File: src/hw/rtl/scnf_pkg.sv
package scnf_pkg;

    localparam int BASE_LEN     = 8;
    localparam int EXT_LEN      = 3;
    localparam int MAX_NAME_LEN = 11;
    localparam int ENTRY_LEN    = BASE_LEN + EXT_LEN;

    // Counter widths: the length and dot-tail counts saturate one past their limits, the fill counts at them.
    localparam int IDX_W = $clog2(ENTRY_LEN);
    localparam int CC_W  = $clog2(MAX_NAME_LEN + 2);
    localparam int BC_W  = $clog2(BASE_LEN + 1);
    localparam int EF_W  = $clog2(EXT_LEN + 1);
    localparam int AD_W  = $clog2(EXT_LEN + 2);

    localparam int QDEPTH = 2;
    localparam int QPTR_W = $clog2(QDEPTH);
    localparam int QCNT_W = $clog2(QDEPTH + 1);

    localparam logic [7:0] CH_SPACE    = 8'h20;
    localparam logic [7:0] CH_DOT      = 8'h2E;
    localparam logic [7:0] CH_E5_ALIAS = 8'h05;
    localparam logic [7:0] CH_LOWER_A  = 8'h61;
    localparam logic [7:0] CH_LOWER_Z  = 8'h7A;
    localparam logic [7:0] CASE_OFFSET = 8'h20;

    localparam logic [7:0] CH_QUOTE  = 8'h22;
    localparam logic [7:0] CH_STAR   = 8'h2A;
    localparam logic [7:0] CH_PLUS   = 8'h2B;
    localparam logic [7:0] CH_COMMA  = 8'h2C;
    localparam logic [7:0] CH_SLASH  = 8'h2F;
    localparam logic [7:0] CH_COLON  = 8'h3A;
    localparam logic [7:0] CH_SEMI   = 8'h3B;
    localparam logic [7:0] CH_LESS   = 8'h3C;
    localparam logic [7:0] CH_EQUAL  = 8'h3D;
    localparam logic [7:0] CH_MORE   = 8'h3E;
    localparam logic [7:0] CH_QUEST  = 8'h3F;
    localparam logic [7:0] CH_LBRACK = 8'h5B;
    localparam logic [7:0] CH_BSLASH = 8'h5C;
    localparam logic [7:0] CH_RBRACK = 8'h5D;

    typedef struct packed {
        logic [ENTRY_LEN-1:0][7:0] bytes;
        logic                      ok;
    } t_entry;

    typedef struct packed {
        logic full;
        logic empty;
    } t_q_stat;

    function automatic logic [7:0] raise_case(input logic [7:0] c);
        return (c >= CH_LOWER_A && c <= CH_LOWER_Z) ? c - CASE_OFFSET : c;
    endfunction

endpackage

File: src/hw/rtl/scnf_front.sv
module scnf_front import scnf_pkg::*; (
    input  logic       i_clk,
    input  logic       i_rst_n,
    input  logic       i_valid,
    input  logic [7:0] i_char,
    input  logic       i_last,
    output logic       o_ready,
    input  t_q_stat    i_q_stat,
    output logic       o_push,
    output t_entry     o_entry
);

    logic [7:0]      r_buf [ENTRY_LEN];
    logic [7:0]      n_buf [ENTRY_LEN];
    logic [CC_W-1:0] r_cc, n_cc;
    logic [BC_W-1:0] r_bc, n_bc;
    logic [EF_W-1:0] r_ef, n_ef;
    logic [AD_W-1:0] r_ad, n_ad;
    logic            r_dot, n_dot;
    logic            r_valid, n_valid;

    logic             w_first;
    logic             w_ext_store;
    logic             w_wr_en;
    logic [IDX_W-1:0] w_wr_idx;
    logic             w_ok;
    logic             w_accept;

    assign o_ready  = !i_q_stat.full;
    assign w_accept = i_valid && o_ready;
    assign o_push   = w_accept && i_last;

    always_comb begin
        w_first     = (r_cc == '0);
        n_cc        = r_cc;
        n_bc        = r_bc;
        n_ef        = r_ef;
        n_ad        = r_ad;
        n_dot       = r_dot;
        n_valid     = r_valid;
        w_ext_store = 1'b0;
        w_wr_en     = 1'b0;
        w_wr_idx    = '0;

        if (r_cc <= CC_W'(MAX_NAME_LEN)) begin
            n_cc = r_cc + CC_W'(1);
        end
        if (n_cc > CC_W'(MAX_NAME_LEN)) begin
            n_valid = 1'b0;
        end
        // A leading 0x05 stands for 0xE5 and is the one control code allowed.
        if (i_char < CH_SPACE && !(w_first && i_char == CH_E5_ALIAS)) begin
            n_valid = 1'b0;
        end
        if (i_char inside {CH_QUOTE, CH_STAR, CH_PLUS, CH_COMMA, CH_SLASH, CH_COLON,
                           CH_SEMI, CH_LESS, CH_EQUAL, CH_MORE, CH_QUEST, CH_LBRACK,
                           CH_BSLASH, CH_RBRACK}) begin
            n_valid = 1'b0;
        end
        if (w_first && i_char == CH_DOT) begin
            n_valid = 1'b0;
        end

        // Only the first dot splits base from extension; later dots are stored.
        if (i_char == CH_DOT) begin
            w_ext_store = r_dot;
            n_dot       = 1'b1;
            n_ad        = '0;
        end else if (!r_dot) begin
            if (r_bc < BC_W'(BASE_LEN)) begin
                w_wr_en  = 1'b1;
                w_wr_idx = IDX_W'(r_bc);
                n_bc     = r_bc + BC_W'(1);
            end else begin
                n_valid = 1'b0;
            end
        end else begin
            w_ext_store = 1'b1;
            if (r_ad <= AD_W'(EXT_LEN)) begin
                n_ad = r_ad + AD_W'(1);
            end
        end

        if (w_ext_store) begin
            if (r_ef < EF_W'(EXT_LEN)) begin
                w_wr_en  = 1'b1;
                w_wr_idx = IDX_W'(BASE_LEN) + IDX_W'(r_ef);
                n_ef     = r_ef + EF_W'(1);
            end else begin
                n_valid = 1'b0;
            end
        end

        for (int k = 0; k < ENTRY_LEN; k++) begin
            n_buf[k] = (w_wr_en && w_wr_idx == IDX_W'(k)) ? raise_case(i_char) : r_buf[k];
        end

        w_ok = n_valid && !(n_dot && n_ad > AD_W'(EXT_LEN));

        for (int k = 0; k < ENTRY_LEN; k++) begin
            o_entry.bytes[k] = n_buf[k];
        end
        o_entry.ok = w_ok;
    end

    always_ff @(posedge i_clk) begin
        if (!i_rst_n || o_push) begin
            for (int k = 0; k < ENTRY_LEN; k++) begin
                r_buf[k] <= CH_SPACE;
            end
            r_cc    <= '0;
            r_bc    <= '0;
            r_ef    <= '0;
            r_ad    <= '0;
            r_dot   <= 1'b0;
            r_valid <= 1'b1;
        end else if (w_accept) begin
            r_buf   <= n_buf;
            r_cc    <= n_cc;
            r_bc    <= n_bc;
            r_ef    <= n_ef;
            r_ad    <= n_ad;
            r_dot   <= n_dot;
            r_valid <= n_valid;
        end
    end

endmodule

File: src/hw/rtl/scnf_queue.sv
module scnf_queue import scnf_pkg::*; (
    input  logic              i_clk,
    input  logic              i_rst_n,
    input  logic              i_push,
    input  t_entry            i_entry,
    input  logic              i_pop,
    output t_entry            o_head,
    output t_q_stat           o_stat,
    output logic [QCNT_W-1:0] o_count
);

    t_entry              r_mem [QDEPTH];
    logic [QPTR_W-1:0]   r_wp;
    logic [QPTR_W-1:0]   r_rp;
    logic [QCNT_W-1:0]   r_cnt;
    logic                w_push;
    logic                w_pop;

    assign o_stat.full  = (r_cnt == QCNT_W'(QDEPTH));
    assign o_stat.empty = (r_cnt == '0);
    assign w_push       = i_push && !o_stat.full;
    assign w_pop        = i_pop && !o_stat.empty;
    assign o_head       = r_mem[r_rp];
    assign o_count      = r_cnt;

    always_ff @(posedge i_clk) begin
        if (w_push) begin
            r_mem[r_wp] <= i_entry;
        end
    end

    always_ff @(posedge i_clk) begin
        if (!i_rst_n) begin
            r_wp  <= '0;
            r_rp  <= '0;
            r_cnt <= '0;
        end else begin
            if (w_push) begin
                r_wp <= (r_wp == QPTR_W'(QDEPTH - 1)) ? '0 : r_wp + QPTR_W'(1);
            end
            if (w_pop) begin
                r_rp <= (r_rp == QPTR_W'(QDEPTH - 1)) ? '0 : r_rp + QPTR_W'(1);
            end
            if (w_push && !w_pop) begin
                r_cnt <= r_cnt + QCNT_W'(1);
            end else if (w_pop && !w_push) begin
                r_cnt <= r_cnt - QCNT_W'(1);
            end
        end
    end

endmodule

File: src/hw/rtl/scnf_back.sv
module scnf_back import scnf_pkg::*; (
    input  logic       i_clk,
    input  logic       i_rst_n,
    input  t_entry     i_head,
    input  t_q_stat    i_q_stat,
    output logic       o_pop,
    output logic       o_valid,
    output logic [7:0] o_byte,
    output logic       o_ok,
    output logic       o_last,
    input  logic       i_ready
);

    logic             r_valid;
    logic [7:0]       r_byte;
    logic             r_ok;
    logic             r_last;
    logic [IDX_W-1:0] r_idx;

    logic w_load;
    logic w_take;
    logic w_end;

    // The output register refills whenever it is empty or its beat is taken.
    assign w_load = !r_valid || i_ready;
    assign w_take = w_load && !i_q_stat.empty;
    assign w_end  = (r_idx == IDX_W'(ENTRY_LEN - 1));
    assign o_pop  = w_take && w_end;

    assign o_valid = r_valid;
    assign o_byte  = r_byte;
    assign o_ok    = r_ok;
    assign o_last  = r_last;

    always_ff @(posedge i_clk) begin
        if (!i_rst_n) begin
            r_valid <= 1'b0;
            r_idx   <= '0;
        end else if (w_load) begin
            r_valid <= !i_q_stat.empty;
            if (w_take) begin
                r_idx <= w_end ? '0 : r_idx + IDX_W'(1);
            end
        end
    end

    always_ff @(posedge i_clk) begin
        if (w_take) begin
            r_byte <= i_head.bytes[r_idx];
            r_ok   <= i_head.ok;
            r_last <= w_end;
        end
    end

endmodule

File: src/hw/rtl/short_name_check_and_format_core.sv
// The first of the 11 entry bytes passes the queue and then the output register.
// Throughput: one character per cycle in; one entry byte per cycle out while the receiver
// is ready, 11 beats per name. A two-name queue parts the sides; input stalls only while two
// finished names wait. Reset (i_rst_n low at a clock edge) empties the queue and output
// register and restores the name buffer to spaces with all counts cleared.
module short_name_check_and_format_core import scnf_pkg::*; (
    input  logic       i_clk,
    input  logic       i_rst_n,
    input  logic       i_s_axis_tvalid,
    output logic       o_s_axis_tready,
    input  logic [7:0] i_s_axis_tdata,   // [7:0] char_in
    input  logic       i_s_axis_tlast,
    output logic       o_m_axis_tvalid,
    input  logic       i_m_axis_tready,
    output logic [7:0] o_m_axis_tdata,   // [7:0] entry_byte
    output logic       o_m_axis_tuser,   // [0] name_ok
    output logic       o_m_axis_tlast
);

    t_entry              w_push_entry;
    t_entry              w_head;
    t_q_stat             w_q_stat;
    logic                w_push;
    logic                w_pop;
    logic [QCNT_W-1:0]   w_q_count;

    scnf_front u_front (
        .i_clk    (i_clk),
        .i_rst_n  (i_rst_n),
        .i_valid  (i_s_axis_tvalid),
        .i_char   (i_s_axis_tdata),
        .i_last   (i_s_axis_tlast),
        .o_ready  (o_s_axis_tready),
        .i_q_stat (w_q_stat),
        .o_push   (w_push),
        .o_entry  (w_push_entry)
    );

    scnf_queue u_queue (
        .i_clk   (i_clk),
        .i_rst_n (i_rst_n),
        .i_push  (w_push),
        .i_entry (w_push_entry),
        .i_pop   (w_pop),
        .o_head  (w_head),
        .o_stat  (w_q_stat),
        .o_count (w_q_count)
    );

    scnf_back u_back (
        .i_clk    (i_clk),
        .i_rst_n  (i_rst_n),
        .i_head   (w_head),
        .i_q_stat (w_q_stat),
        .o_pop    (w_pop),
        .o_valid  (o_m_axis_tvalid),
        .o_byte   (o_m_axis_tdata),
        .o_ok     (o_m_axis_tuser),
        .o_last   (o_m_axis_tlast),
        .i_ready  (i_m_axis_tready)
    );

`ifndef SYNTH
    a_q_bound: assert property (@(posedge i_clk) disable iff (!i_rst_n)
        w_q_count <= QCNT_W'(QDEPTH))
        else $error("queue count past its depth");

    a_name_queued: assert property (@(posedge i_clk) disable iff (!i_rst_n)
        (i_s_axis_tvalid && o_s_axis_tready && i_s_axis_tlast) |=> (w_q_count != '0))
        else $error("finished name missing from queue");

    a_name_burst: assert property (@(posedge i_clk) disable iff (!i_rst_n)
        (o_m_axis_tvalid && i_m_axis_tready && !o_m_axis_tlast)
        |=> (o_m_axis_tvalid && o_m_axis_tuser == $past(o_m_axis_tuser)))
        else $error("entry bytes of one name broken up or flag changed");
`endif

endmodule

File: config.mk
export PLATFORM = sky130hd
export DESIGN_NAME = short_name_check_and_format_core
export DESIGN_NICKNAME = d
export VERILOG_FILES = /design/src/hw/rtl/scnf_pkg.sv /design/src/hw/rtl/scnf_front.sv /design/src/hw/rtl/scnf_queue.sv /design/src/hw/rtl/scnf_back.sv /design/src/hw/rtl/short_name_check_and_format_core.sv
export SDC_FILE = /design/constraint.sdc
export NUM_CORES = 1
export LEC_CHECK = 0
export BUFFER_PORTS_ARGS = -buffer_cell sky130_fd_sc_hd__clkbuf_2
export CAP_MARGIN = 20
export CORE_MARGIN = 2
export CORE_UTILIZATION = 30
export DETAILED_ROUTE_END_ITERATION = 6
export REMOVE_ABC_BUFFERS = 1
export SYNTH_ARGS = -nofsm -noshare
export SYNTH_HDL_FRONTEND = slang
export SYNTH_SLANG_ARGS = --single-unit
File: constraint.sdc
create_clock -name i_clk -period 9.9 [get_ports i_clk]
set_clock_uncertainty 0.2 [all_clocks]
set_input_delay 2.97 -clock i_clk [delete_from_list [all_inputs] [get_ports i_clk]]
set_output_delay 2.97 -clock i_clk [all_outputs]
set_load 0.01 [all_outputs]
==> metrics.txt <==
status finished, final reports clean; metal3 WL 1.53 mm; most common cell after layout, fill and taps aside edfxtp_1; RePlAce Congestion 0.741; most frequent cells in the layout edfxtp_1, dfxtp_1, mux2i_1, mux2_2, nand2_1; register area share after synthesis 0.608; Placed Instances 1490; via count 7461; max_cap viols 0; final setup margin 3990 ps; Initial Util 0.303; Vias/cell 4.82; vias in the first global route 7457; post-synthesis xor/xnor area fraction 0.00674; CTS tree yes; RSZ-0062 raised after global routing false; CTS Root Cell clkbuf_16; CTS Buf Count 31; Fin. Hold Viols 0; Post-Layout Cell Count 1548; post-synth top area share 0.434; placed wire-length estimate 17.7 mm; storage element area 0.00791 mm²; static leakage 5.15 nW; Pwr Density 185 mW/mm²; die width 212 µm; FF-to-FF setup slack 6400 ps; Top FF cell, synth edfxtp_1; hold depth 2; drt initial violations 516; post-synth cell types 62; setup violators final 0; GRT Total Usage 0.133; Period Utilization, post-route 0.597; crit-path cells clkbuf_2, or4b_1, o211ai_2, and2_1, nand4_2, mux2_2; first-pass GRT wire length 45.5 mm; Worst R2R Path Depth 6; post-synthesis simple-gate area fraction 0.0863; Compound-Gate Fraction of Synth Area 0.0377; Avg Synthesized Cell Area 14.1 µm²; Worst setup EP type flop; Slew headroom 0.230; minimum clock period 5910 ps; Ant. Diodes 0; Area Overhead vs Synth 13.3%; share of cells above drive strength 1 0.248; clk slew on worst S/H paths 60 ps; met1 wire length 13.3 mm; FF-to-FF Start u_front.r_ef[0]$_SDFFE_PP0P_; Yosys reg bits 301; largest family of logic cells by synthesized area multiplexers; Worst Hold Launch u_front.r_buf[27]$_SDFFE_PP0P_; Worst Hold Class flop to flop; Critical Path Max Stage Delay 730 ps; Multi-input gate area 0.00478 mm²; final antenna-violating net count 0; CP startpoint kind input pin; Peak Freq 0.169 GHz; I/O Pins 25; # Post-CTS Setup Buffers 0; capture point of the worst reg-to-reg path u_queue.r_mem[1][59]$_DFFE_PP_; VDD IR-drop max 0.131 mV; slowest stage cell, crit path or4b_1; Synth area leader edfxtp_1; Skew-Pair Late Insertion Delay 550 ps; DIE AREA 0.0450 mm²; DR DRC count 0; met2 wire length 14.0 mm; worst hold endpoint u_front.r_buf[27]$_SDFFE_PP0P_; post-synthesis mux area share 0.229; critical path peak fanout 25; Yosys Warn Count 0; pin count of the biggest net entering global routing 62; die height 212 µm; WS Path Type input pin to flop; routed wire length 29.4 mm; H-tree levels 1; Post-synth EDFFs 188; fin nets 959; Mapped Cells 924; Pre-antenna DRT Iters 5; CTS Hold Buffers Added 0; number of port buffers 24; DP Worst Slack 3460 ps; initial antenna violation count 0; CP required 9990 ps; Post-Syn Area 0.0130 mm²; Arr. time, crit path 6000 ps; Final Max Slew Viols 0; Area contributors post-synth edfxtp_1, dfxtp_1, mux2i_1; Post-synth ARST share 0; Remaining Overflow, GRT 0; Adder-Cell Fraction of Synth Area 0.00674; setup tns final 0 ps; worst-case clock buffer depth 3; Slew @ Worst Pin 1150 ps; TritonCTS Sinks 301; site row count 76; core area 0.0429 mm²; WL/cell 19.0 µm; number of gates resized after CTS 0; DR top layer met4; Layout fillers 4166
[sequential cells by signal (all words and copies together) (netlist names), 2 cells and up, named ones only]
name and cells:
u_front.r_ad 3, u_front.r_bc 4, u_queue.r_mem 178, u_front.r_buf 88, u_front.r_ef 2, u_back.o_byte 8, u_queue.o_count 2, u_back.r_idx 4
u_front.r_cc 4
[per-layer routing]
| layer | up-vias | global-route usage |
|---|---|---|
| li1 | 3498 | - |
| met1 | 3745 | 0.183 |
| met2 | 170 | 0.223 |
| met3 | 48 | 0.0160 |
| met4 | 0 | 0.0325 |
| met5 | - | 0 |
[worst max-delay path, delay by kind of cell]
kind	cells	cell delay (ps)
and+or+nand+nor	3	1990
muxes	1	480
buffers and inverters	1	310
AOI/OAI and AO/OA	1	240
[through the flow]
| stage | utilization | hold slack [ps] | cell area [µm²] | total power [mW] |
|---|---|---|---|---|
| 6_report | 0.343 | 252 | 14700 | 2.72 |
| 3_5_place_dp | 0.320 | 245 | 13700 | 1.64 |
| 3_3_place_gp | 0.320 | 244 | 13700 | 1.64 |
| 4_1_cts | 0.343 | 258 | 14700 | 2.76 |
| 2_1_floorplan | - | 232 | 12700 | 1.55 |
| 5_1_grt | 0.343 | 272 | 14700 | 2.82 |
[Yosys cell counts, types with 5 or more instances]
library cell  count
inv_1            17
buf_1             6
and2_1            8
nand3_1          10
buf_2             7
o22ai_1           8
o221ai_1          9
mux4_2           40
ha_1              7
clkbuf_1         42
o21ai_0           9
nand2_1          83
xnor2_1           6
a211oi_1          5
mux2_2           86
a31oi_1           5
mux2i_1         110
nor2_1           68
nor2b_1           6
nand2b_1          5
dfxtp_1         113
a21oi_1          16
edfxtp_1        188
[worst max path at each step]
stage / startpoint / endpoint / cells past startpoint
2_1_floorplan: i_s_axis_tlast / u_queue.r_mem[0][0]$_DFFE_PP_ / 2
3_3_place_gp: i_s_axis_tdata[4] / u_queue.r_mem[0][45]$_DFFE_PP_ / 6
3_5_place_dp: i_s_axis_tdata[4] / u_queue.r_mem[0][48]$_DFFE_PP_ / 6
4_1_cts: i_s_axis_tdata[4] / u_queue.r_mem[1][48]$_DFFE_PP_ / 6
5_1_grt: i_s_axis_tdata[4] / u_queue.r_mem[1][48]$_DFFE_PP_ / 6
6_report: i_s_axis_tdata[4] / u_queue.r_mem[1][15]$_DFFE_PP_ / 6
[power breakdown]
part           internal, mW  switching (mW)  leakage (nW)
clock                 0.644           0.466         0.484
combinational        0.0796           0.146          1.99
sequential             1.37          0.0145          2.68
total                  2.10           0.627          5.15
[cell type report]
type / count / area share
clock inverters: 18 / 0.00918
flip-flops and latches: 301 / 0.538
well taps: 585 / 0.0497
multi-input cells: 546 / 0.325
inverters: 17 / 0.00434
clock buffers: 39 / 0.0568
repair buffers: 42 / 0.0176
[cell families (layout without fill, tap and decap cells)]
logic type	Yosys count	after routing
flip-flops	301	301
multiplexers	236	236
AND/OR/NAND/NOR	222	222
buffers and inverters	77	116
AO/OA/AOI/OAI	71	71
XOR/XNOR	10	10
adder cells (fa/ha/maj)	7	7
(Power assumes the default switching activity.)
